`config.mk`:
```
export PLATFORM = sky130hd
export DESIGN_NAME = dle_deframer_with_checksum_unit
export DESIGN_NICKNAME = d
export VERILOG_FILES = /design/src/hw/rtl/ddf_pkg.sv /design/src/hw/rtl/dle_deframer_with_checksum_unit.sv /design/src/hw/rtl/ddf_cfg_regs.sv
export SDC_FILE = /design/constraint.sdc
export NUM_CORES = 1
export LEC_CHECK = 0
export ABC_AREA = 1
export BUFFER_PORTS_ARGS = -buffer_cell sky130_fd_sc_hd__clkbuf_2
export CAP_MARGIN = 20
export CORE_UTILIZATION = 54
export CTS_BUF_LIST = sky130_fd_sc_hd__clkbuf_2 sky130_fd_sc_hd__clkbuf_4 sky130_fd_sc_hd__clkbuf_8
export DETAILED_ROUTE_END_ITERATION = 12
export PLACE_DENSITY_LB_ADDON = 0.12
export REMOVE_ABC_BUFFERS = 1
export SYNTH_ARGS = -nofsm -noshare
export SYNTH_HDL_FRONTEND = slang
export SYNTH_SLANG_ARGS = --single-unit
```
`constraint.sdc`:
```
create_clock -name clk -period 1.8 [get_ports clk]
set_clock_uncertainty 0.1 [all_clocks]
set_input_delay 0.36 -clock clk [delete_from_list [all_inputs] [get_ports clk]]
set_output_delay 0.36 -clock clk [all_outputs]
set_load 0.02 [all_outputs]
```
`src/hw/rtl/ddf_pkg.sv`:
```
// ----------------------------------------------------------------------------
// ddf_pkg - shared definitions for the DLE deframer
// Result kinds, frame phase codes, register indexes and reset values.
// ----------------------------------------------------------------------------
package ddf_pkg;

  // Field widths
  localparam int BYTE_W    = 8;
  localparam int KIND_W    = 2;
  localparam int PHASE_W   = 3;
  localparam int CFG_IDX_W = 2;

  // Result kinds
  localparam logic [KIND_W-1:0] KIND_PAYLOAD = 2'd0;
  localparam logic [KIND_W-1:0] KIND_GOOD    = 2'd1;
  localparam logic [KIND_W-1:0] KIND_BAD     = 2'd2;
  localparam logic [KIND_W-1:0] KIND_ABORT   = 2'd3;

  // Frame phases
  localparam logic [PHASE_W-1:0] PH_HUNT     = 3'd0;
  localparam logic [PHASE_W-1:0] PH_HUNT_ESC = 3'd1;
  localparam logic [PHASE_W-1:0] PH_DATA     = 3'd2;
  localparam logic [PHASE_W-1:0] PH_DATA_ESC = 3'd3;
  localparam logic [PHASE_W-1:0] PH_CHECK    = 3'd4;

  // Register indexes
  localparam logic [CFG_IDX_W-1:0] REG_CHECK_ENABLE = 2'd0;
  localparam logic [CFG_IDX_W-1:0] REG_ESCAPE_CODE  = 2'd1;
  localparam logic [CFG_IDX_W-1:0] REG_START_CODE   = 2'd2;
  localparam logic [CFG_IDX_W-1:0] REG_END_CODE     = 2'd3;

  // Reset values (DLE, STX, ETX)
  localparam logic              RST_CHECK_ENABLE = 1'b1;
  localparam logic [BYTE_W-1:0] RST_ESCAPE_CODE  = 8'h10;
  localparam logic [BYTE_W-1:0] RST_START_CODE   = 8'h02;
  localparam logic [BYTE_W-1:0] RST_END_CODE     = 8'h03;

  // Register file contents as seen by the deframer
  typedef struct packed {
    logic              check_enable;
    logic [BYTE_W-1:0] escape_code;
    logic [BYTE_W-1:0] start_code;
    logic [BYTE_W-1:0] end_code;
  } cfg_t;

endpackage

```
`src/hw/rtl/dle_deframer_with_checksum_unit.sv`:
```
// ----------------------------------------------------------------------------
// dle_deframer_with_checksum_unit - DLE/STX/ETX deframer with checksum
// Strips byte stuffing from a received stream and flags frame ends.
// ----------------------------------------------------------------------------
// Usage:
//   in_*  : one received byte per beat (in_rx_byte), valid/ready.
//   out_* : zero or one result per byte: a payload byte (kind 0) or an end
//           marker (1 good, 2 checksum bad, 3 abort) with a zero byte.
//   cfg_* : register writes (index, data), always ready; write only while
//           no byte is in flight. Registers: check enable, escape, start
//           and end codes.
// Flow: a byte accepted into the input register is processed as it leaves
//   it, and its result, if any, is registered and offered from then on.
// Throughput: one byte per cycle while no result is held unaccepted, set by
//   the combinational phase/sum update between input and result registers.
// Reset: synchronous, active low; returns to hunting, clears the sum and
//   loads the DLE/STX/ETX defaults with checksum checking on.
// Stall: while a result is held unaccepted the input register fills and
//   in_ready drops; no beat is lost.
// ----------------------------------------------------------------------------
module dle_deframer_with_checksum_unit (
  input  logic                          clk,
  input  logic                          rst_n,
  // input channel
  input  logic                          in_valid,
  output logic                          in_ready,
  input  logic [ddf_pkg::BYTE_W-1:0]    in_rx_byte,
  // result channel
  output logic                          out_valid,
  input  logic                          out_ready,
  output logic [ddf_pkg::KIND_W-1:0]    out_result_kind,
  output logic [ddf_pkg::BYTE_W-1:0]    out_payload_byte,
  // configuration channel
  input  logic                          cfg_valid,
  output logic                          cfg_ready,
  input  logic [ddf_pkg::CFG_IDX_W-1:0] cfg_index,
  input  logic [ddf_pkg::BYTE_W-1:0]    cfg_data
);

  ddf_pkg::cfg_t cfg;

  logic                          s1_valid_r;
  logic [ddf_pkg::BYTE_W-1:0]    s1_byte_r;
  logic                          s1_go;

  logic [ddf_pkg::PHASE_W-1:0]   phase_r, phase_nxt;
  logic [ddf_pkg::BYTE_W-1:0]    sum_r, sum_nxt;

  logic                          res_vld;
  logic [ddf_pkg::KIND_W-1:0]    res_kind;
  logic [ddf_pkg::BYTE_W-1:0]    res_byte;

  logic                          out_valid_r;
  logic [ddf_pkg::KIND_W-1:0]    out_kind_r;
  logic [ddf_pkg::BYTE_W-1:0]    out_byte_r;

  // Registers
  ddf_cfg_regs u_cfg (
    .clk      (clk),
    .rst_n    (rst_n),
    .wr_en    (cfg_valid),
    .wr_index (cfg_index),
    .wr_data  (cfg_data),
    .cfg      (cfg)
  );

  assign cfg_ready = 1'b1;

  // Handshake: process the held byte when the result slot is free or freeing
  assign s1_go    = s1_valid_r && (!out_valid_r || out_ready);
  assign in_ready = !s1_valid_r || s1_go;

  // Input register
  always_ff @(posedge clk) begin
    if (!rst_n) begin
      s1_valid_r <= 1'b0;
    end else if (in_valid && in_ready) begin
      s1_valid_r <= 1'b1;
    end else if (s1_go) begin
      s1_valid_r <= 1'b0;
    end
  end

  always_ff @(posedge clk) begin
    if (in_valid && in_ready) begin
      s1_byte_r <= in_rx_byte;
    end
  end

  // Deframing step
  always_comb begin
    phase_nxt = phase_r;
    sum_nxt   = sum_r;
    res_vld   = 1'b0;
    res_kind  = ddf_pkg::KIND_PAYLOAD;
    res_byte  = '0;
    case (phase_r)
      ddf_pkg::PH_HUNT_ESC: begin
        if (s1_byte_r == cfg.start_code) begin
          phase_nxt = ddf_pkg::PH_DATA;
          sum_nxt   = '0;
        end else begin
          phase_nxt = ddf_pkg::PH_HUNT;
        end
      end
      ddf_pkg::PH_DATA: begin
        if (s1_byte_r == cfg.escape_code) begin
          phase_nxt = ddf_pkg::PH_DATA_ESC;
        end else begin
          sum_nxt  = sum_r + s1_byte_r;
          res_vld  = 1'b1;
          res_byte = s1_byte_r;
        end
      end
      ddf_pkg::PH_DATA_ESC: begin
        res_vld = 1'b1;
        if (s1_byte_r == cfg.escape_code) begin
          // stuffed escape: literal byte, counted in the sum
          phase_nxt = ddf_pkg::PH_DATA;
          sum_nxt   = sum_r + s1_byte_r;
          res_byte  = s1_byte_r;
        end else if (s1_byte_r == cfg.end_code) begin
          if (cfg.check_enable) begin
            phase_nxt = ddf_pkg::PH_CHECK;
            res_vld   = 1'b0;
          end else begin
            phase_nxt = ddf_pkg::PH_HUNT;
            res_kind  = ddf_pkg::KIND_GOOD;
          end
        end else begin
          phase_nxt = ddf_pkg::PH_HUNT;
          res_kind  = ddf_pkg::KIND_ABORT;
        end
      end
      ddf_pkg::PH_CHECK: begin
        phase_nxt = ddf_pkg::PH_HUNT;
        res_vld   = 1'b1;
        res_kind  = (s1_byte_r == ~sum_r) ? ddf_pkg::KIND_GOOD : ddf_pkg::KIND_BAD;
      end
      default: begin
        // hunting, unused codes included
        phase_nxt = (s1_byte_r == cfg.escape_code) ? ddf_pkg::PH_HUNT_ESC
                                                   : ddf_pkg::PH_HUNT;
      end
    endcase
  end

  // Frame state
  always_ff @(posedge clk) begin
    if (!rst_n) begin
      phase_r <= ddf_pkg::PH_HUNT;
      sum_r   <= '0;
    end else if (s1_go) begin
      phase_r <= phase_nxt;
      sum_r   <= sum_nxt;
    end
  end

  // Result register
  always_ff @(posedge clk) begin
    if (!rst_n) begin
      out_valid_r <= 1'b0;
    end else if (s1_go) begin
      out_valid_r <= res_vld;
    end else if (out_ready) begin
      out_valid_r <= 1'b0;
    end
  end

  always_ff @(posedge clk) begin
    if (s1_go && res_vld) begin
      out_kind_r <= res_kind;
      out_byte_r <= res_byte;
    end
  end

  assign out_valid        = out_valid_r;
  assign out_result_kind  = out_kind_r;
  assign out_payload_byte = out_byte_r;

  // Checks
  a_marker_zero_byte: assert property (@(posedge clk) disable iff (!rst_n)
    out_valid_r && (out_kind_r != ddf_pkg::KIND_PAYLOAD) |-> out_byte_r == '0)
    else $error("end marker carries a non-zero byte");

  a_phase_legal: assert property (@(posedge clk) disable iff (!rst_n)
    phase_r <= ddf_pkg::PH_CHECK)
    else $error("frame phase left the used codes");

  a_sum_cleared: assert property (@(posedge clk) disable iff (!rst_n)
    s1_go && (phase_r == ddf_pkg::PH_HUNT_ESC) && (s1_byte_r == cfg.start_code)
    |=> (sum_r == '0) && (phase_r == ddf_pkg::PH_DATA))
    else $error("start pair did not open a fresh frame");

  a_stall_holds_input: assert property (@(posedge clk) disable iff (!rst_n)
    s1_valid_r && !s1_go |=> s1_valid_r && $stable(s1_byte_r))
    else $error("held byte lost during a stall");

endmodule

```
`src/hw/rtl/ddf_cfg_regs.sv`:
```
// ----------------------------------------------------------------------------
// ddf_cfg_regs - configuration registers of the DLE deframer
// Indexed write port; writes to an unknown index are dropped.
// ----------------------------------------------------------------------------
module ddf_cfg_regs (
  input  logic                          clk,
  input  logic                          rst_n,
  input  logic                          wr_en,
  input  logic [ddf_pkg::CFG_IDX_W-1:0] wr_index,
  input  logic [ddf_pkg::BYTE_W-1:0]    wr_data,
  output ddf_pkg::cfg_t                 cfg
);

  ddf_pkg::cfg_t cfg_r;
  ddf_pkg::cfg_t cfg_nxt;

  // Decode the write beat
  always_comb begin
    cfg_nxt = cfg_r;
    if (wr_en) begin
      case (wr_index)
        ddf_pkg::REG_CHECK_ENABLE: cfg_nxt.check_enable = wr_data[0];
        ddf_pkg::REG_ESCAPE_CODE:  cfg_nxt.escape_code  = wr_data;
        ddf_pkg::REG_START_CODE:   cfg_nxt.start_code   = wr_data;
        ddf_pkg::REG_END_CODE:     cfg_nxt.end_code     = wr_data;
        default:                   cfg_nxt = cfg_r;
      endcase
    end
  end

  always_ff @(posedge clk) begin
    if (!rst_n) begin
      cfg_r.check_enable <= ddf_pkg::RST_CHECK_ENABLE;
      cfg_r.escape_code  <= ddf_pkg::RST_ESCAPE_CODE;
      cfg_r.start_code   <= ddf_pkg::RST_START_CODE;
      cfg_r.end_code     <= ddf_pkg::RST_END_CODE;
    end else begin
      cfg_r <= cfg_nxt;
    end
  end

  assign cfg = cfg_r;

endmodule

```
Word-level counts from Yosys, hierarchy flattened
Cells that the tools add are included.
- latch bits: 0
- bits in read-only memories: 0
- logic and storage cells: 73
- memories kept: 0
- input bits: 23
- memory bits (writable): 0
- register bits: 56
- reductions and logical operators: 17
- multiplexer cells: 28
- bitwise logic cells: 1
- equality and inequality tests: 15
- $add $sub $neg: 1
- multipliers: 0
- shifts and indexed selects: 0
- order comparisons: 0
- divide/modulo/power cells: 0
- operators with widths (cell ; number):
    8-bit two-way mux ; 5
    8-bit == test ; 4
    8-bit case mux with 3 select lines ; 1
    8-bit case mux with 2 select lines ; 1
    3-bit two-way mux ; 4
    3-bit case mux with 4 select lines ; 1
    1-bit two-way mux ; 10
    2-bit AND reduction ; 5
    8-bit adder ; 1
    2-bit two-way mux ; 4
    2-bit != test (second input constant) ; 4
    8-bit inverter ; 1
    3-bit by 2-bit == test with 1-bit output (second input constant) ; 2
    5-bit AND reduction ; 1
    2-bit == test (second input constant) ; 2
    2-bit case mux with 2 select lines ; 1
    2-bit nonzero test ; 2
    3-bit by 1-bit == test with 1-bit output (second input constant) ; 1
    3-bit == test (second input constant) ; 1
    1-bit logical AND ; 3
    1-bit case mux with 3 select lines ; 1
    3-bit nonzero test ; 1
    2-bit by 1-bit == test with 1-bit output (second input constant) ; 1
    1-bit zero test ; 2
    other kinds (2) ; 3

Longest topological paths before layout
- depth after elaboration: 6
- mapped depth: 14

By module
A second synthesis with hierarchy kept.
- cell total of the unflattened synthesis: 424
- area, all modules: 3080.5 um2
- by module, submodules not included (module ; cells an instance ; instances ; area an instance (um2)):
    dle_deframer_with_checksum_unit ; 271 ; 1 ; 2019.4
    ddf_cfg_regs ; 153 ; 1 ; 1061.0

Worst setup path after synthesis
No wires, ideal clock.
- path kind: reg-to-reg
- from: reg s1_byte_r[1] (netlist bit)
- to: reg out_byte_r, in the netlist out_payload_byte[0], enable pin
- required time: 1.366 ns
- path slack: -0.011 ns
- arrival time: 1.377 ns
- stages on the path, launching flop included: 10
- cell sequence: edfxtp_1 -> xnor2_1 -> nand2_1 -> nor2_4 -> nand2_4 -> nand3_1 -> nand2_1 -> nand2_1 -> nand2_1 -> inv_1
- cells in the longest elaborated chain, start to end: 5
- elaborated cells between the ends (all ways): 7
- those cells by class: 2 x eq/ne; 4 x mux; 1 x reduce/logical
- ends and longest elaborated chain (item ; RTL line ; RTL):
    start: declaration ; dle_deframer_with_checksum_unit.sv:43 ; logic [ddf_pkg::BYTE_W-1:0] s1_byte_r;
    start signal: assignment ; dle_deframer_with_checksum_unit.sv:86 ; s1_byte_r <= in_rx_byte;
    8-bit == test ; dle_deframer_with_checksum_unit.sv:122 ; end else if (s1_byte_r == cfg.end_code) begin
    1-bit two-way mux ; dle_deframer_with_checksum_unit.sv:122 ;
    1-bit two-way mux ; dle_deframer_with_checksum_unit.sv:117 ; if (s1_byte_r == cfg.escape_code) begin
    1-bit case mux with 3 select lines (*) ; dle_deframer_with_checksum_unit.sv:97 ; case (phase_r)
    1-bit logical AND (*) ; dle_deframer_with_checksum_unit.sv:171 ; if (s1_go && res_vld) begin
    end signal: assignment ; dle_deframer_with_checksum_unit.sv:173 ; out_byte_r <= res_byte;
    end: declaration ; dle_deframer_with_checksum_unit.sv:55 ; logic [ddf_pkg::BYTE_W-1:0] out_byte_r;
Every way passes the cells marked *; elsewhere a longest branch is shown, timed or not.
A chain may end at the register's enable or synchronous reset.

Worst setup path after layout
- from: reg s1_byte_r[3] (netlist bit)
- to: reg sum_r[6] (netlist bit)
- cells in the longest elaborated chain, start to end: 3
- elaborated cells between the ends (all ways): 10
- those cells by class: 1 x add/sub; 5 x eq/ne; 3 x mux; 1 x reduce/logical
- ends and longest elaborated chain (item ; RTL line ; RTL):
    8-bit adder, or another cell as far along ; dle_deframer_with_checksum_unit.sv:110, dle_deframer_with_checksum_unit.sv:120 ;
    8-bit two-way mux, or another cell as far along ; dle_deframer_with_checksum_unit.sv:117 ;
    8-bit case mux with 3 select lines / 5-bit AND reduction (equally long branches) ; - ;
    end signal: assignment ; dle_deframer_with_checksum_unit.sv:155 ; sum_r <= sum_nxt;
    end: declaration ; dle_deframer_with_checksum_unit.sv:47 ; logic [ddf_pkg::BYTE_W-1:0] sum_r, sum_nxt;
Parallel ways exist; a longest one is shown, timed or not. The select of a mux whose other input is x is not followed.

==> results_dict.tcl <==
set metrics [dict create \
    synth_cells 381 \
    hp-class "primary input to flip-flop" \
    avgSynthCellArea_sq_um 7.67 \
    cts_tree "yes" \
    comb_power_share 0.190 \
    h-tree-depth 2 \
    status "finished, violations left" \
    drt_iter0_markers 202 \
    powerDensity_nw_per_um2 688 \
    grt_max_degree 31 \
    grt_pass1_wl_um 11500 \
    layout_min_cycle_time_ns 1.96 \
    numClockSinks 56 \
    worstPathCellList "buf_6 -> ha_4 -> nand2_2 -> nor3_4 -> nand2_1 -> nand3_1 -> a21oi_2 -> o21ai_1 -> nand2_2 -> nand2_2 -> nor2_2" \
    report.final.slew_viol_count 0 \
    remaining_drc_errors 0 \
    dp.cells 509 \
    ys_ff_latch 56 \
    arrival_ns 2.08 \
    antenna_found_initial 0 \
    critPathMaxFanout 5 \
    ant_nets 0 \
    pwr-share-seq 0.536 \
    viasPerCell 5.05 \
    clkPwrFrac 0.274 \
    rows 26 \
    required_ns 1.92 \
    crit_path_end_kind "flip-flop" \
    cts-root-buf "clkbuf_8" \
    drive_gt1_frac 0.344 \
    fmax_ghz 0.509 \
    power.total_mw 2.64 \
    drtPass1Iterations 4 \
    clockBufferDepth 2 \
    cp_slowest_cell "edfxtp_1" \
    ctsHoldBuffers 0 \
    fin_nets 492 \
    setup_ws_ns -0.163 \
    placeableCoreArea_sq_um 5170 \
    report.final.hold_viol_count 0 \
    layout.cells.non_filler 532 \
    n_fill_cell 403 \
    finalCritPeriodShare 1.09 \
    postLayoutCoreUtil 0.741 \
    seq_area_frac_synth 0.445 \
    gp_congestion 0.878 \
    antenna_cells 0 \
    grt_use_total 0.275 \
    ir_worst_vdd_v 0.000464 \
    crit_top_cell "nand2_2" \
    drt-total-wl_um 7530 \
    ios 36 \
    numCtsBuffers 5 \
    final_cell_area_sq_um 3830 \
    floorplan.die.width_um 75.6 \
    grt_pass1_vias 2505 \
    clk_pin_slew_worst_paths_ns 0.09 \
    p_leak_nw 1.79 \
    yosysWarningCount 0 \
    crit_buf_inv 1 \
    numPortBuffers 34 \
    critPathTopFamily "simple AND/OR/NAND/NOR gates" \
    vias 2686 \
    overflow 0 \
    cp-start-kind "flip-flop" \
    clock_latency_ns 0.32 \
    cp_slowest_stage_delay_ns 0.51 \
    ys_types 34 \
    die_h_um 75.6 \
    netSwitchingFraction 0.288 \
    finalSetupViolCount 22 \
    netlist_area_sq_um 2920 \
    wire_per_inst_um 14.1 \
    critPathKind "flip-flop to flip-flop" \
    p_int_mw 1.88 \
    die_area_sq_um 5710 \
    p_sw_mw 0.761 \
    dpl.hpwl_um 5140 \
    rsz0062_at_grt "true" \
    placed_area_sq_um 3400 \
    areaGrowthSynthToFinish_pct 31.2 \
    start_util 0.565 \
    violations "setup timing" \
    cap_viol_max_count 0 \
]
-- state kept, by name (all words and copies together), names as in the netlist --
name              count
out_payload_byte      8
out_result_kind       2
out_valid             1
phase_r               3
s1_byte_r             8
s1_valid_r            1
sum_r                 8
u_cfg.cfg            25
-- layer usage --
| layer | global-route usage | wire [um] | vias to the layer above |
|---|---|---|---|
| li1 | - | - | 1369 |
| met1 | 0.360 | 3390 | 1229 |
| met2 | 0.467 | 3660 | 78 |
| met3 | 0.0529 | 376 | 10 |
| met4 | 0.0741 | 97 | 0 |
| met5 | 0 | 0 | - |
-- repair_timing --
item                       4_1_cts  5_1_grt
buffers inserted                12        2
pin swaps                        7       11
setup endpoints to repair       28       31
cloned                           1        0
gates resized for setup         23       36
-- worst reg2reg max path, stage by stage, from the launching register on --
cell,delay (ns)
edfxtp_1,0.51
buf_6,0.17
ha_4,0.27
nand2_2,0.08
nor3_4,0.14
nand2_1,0.08
nand3_1,0.13
a21oi_2,0.06
o21ai_1,0.14
nand2_2,0.08
nand2_2,0.07
nor2_2,0.03
-- cell type report --
type | instances | area [sq um] | area share
multi-input cells | 268 | 1580 | 0.412
flip-flops and latches | 56 | 1300 | 0.339
repair buffers | 81 | 584 | 0.152
inverters | 49 | 188 | 0.0489
well taps | 70 | 87.6 | 0.0228
clock buffers | 6 | 76.3 | 0.0199
clock inverters | 2 | 16.3 | 0.00424
-- logic make-up after synthesis --
family | after synthesis | synth area share
other | 1 | 0.00128
AND/OR/NAND/NOR | 182 | 0.279
buffers and inverters | 57 | 0.0813
XOR/XNOR | 15 | 0.0449
AO/OA/AOI/OAI | 62 | 0.111
adder cells (fa/ha/maj) | 8 | 0.0368
flip-flops | 56 | 0.445
-- power by group through the flow --
stage	registers [mW]	logic [mW]	clock network [mW]
2_1_floorplan	1.43	0.240	0
3_3_place_gp	1.44	0.403	0
3_5_place_dp	1.44	0.409	0
4_1_cts	1.41	0.460	0.727
5_1_grt	1.42	0.552	0.769
6_report	1.42	0.501	0.722
-- cell usage after synthesis --
cell type | instances | area share
clkinv_2 | 1 | 0.0017
nand3_1 | 15 | 0.026
fa_1 | 1 | 0.0068
nor3_1 | 5 | 0.0086
nor2_1 | 52 | 0.067
and3_1 | 1 | 0.0021
inv_2 | 6 | 0.0077
o211ai_1 | 1 | 0.0026
buf_6 | 2 | 0.0077
nor2_4 | 4 | 0.015
ha_1 | 7 | 0.030
inv_1 | 41 | 0.053
o21bai_1 | 2 | 0.0051
nor2_8 | 1 | 0.0068
o21ai_2 | 1 | 0.0030
xnor2_1 | 12 | 0.036
nor2_2 | 3 | 0.0064
a21boi_0 | 1 | 0.0026
edfxtp_1 | 18 | 0.18
nand2_2 | 6 | 0.013
nand2_1 | 89 | 0.11
dfxtp_1 | 38 | 0.26
a21oi_1 | 25 | 0.043
inv_4 | 1 | 0.0021
buf_4 | 1 | 0.0026
conb_1 | 1 | 0.0013
nand2_4 | 4 | 0.015
xor2_1 | 3 | 0.0090
nand4_1 | 1 | 0.0021
clkbuf_1 | 4 | 0.0051
buf_2 | 1 | 0.0017
o22ai_1 | 1 | 0.0021
nand3b_1 | 1 | 0.0026
o21ai_0 | 31 | 0.053
-- path summary, 6_finish.rpt --
kind	start	to	slack (ns)	depth (start not counted)
max	s1_byte_r[3]	sum_r[6]	-0.16	11
max reg2reg	s1_byte_r[3]	sum_r[6]	-0.16	11
min reg2reg	u_cfg.cfg[6]	u_cfg.cfg[6]	0.38	2
min	in_rx_byte[5]	s1_byte_r[5]	0.12	1
-- cells in the final DEF (no fill, tap or decap), types with 6 or more instances in the layout --
| cell | count |
|---|---|
| nand3_1 | 12 |
| nand2_1 | 78 |
| inv_2 | 11 |
| nand2_4 | 6 |
| buf_4 | 39 |
| inv_1 | 36 |
| nor2_1 | 46 |
| xnor2_1 | 7 |
| dfxtp_1 | 38 |
| a21oi_1 | 21 |
| clkbuf_2 | 34 |
| edfxtp_1 | 18 |
| nor2_2 | 8 |
| o21ai_0 | 28 |
| nand2_2 | 15 |
-- per-stage QoR --
stage | hold slack (ns) | TNS, ns | worst slack (ns)
floorplan | 0.343 | -0.114 | -0.0114
global placement | 0.351 | -1.47 | -0.147
detailed placement | 0.364 | -1.98 | -0.190
CTS | 0.115 | -1.24 | -0.0816
global route | 0.114 | -5.27 | -0.275
finish | 0.117 | -2.39 | -0.163
No activity file was read; power rests on OpenSTA's default activity.
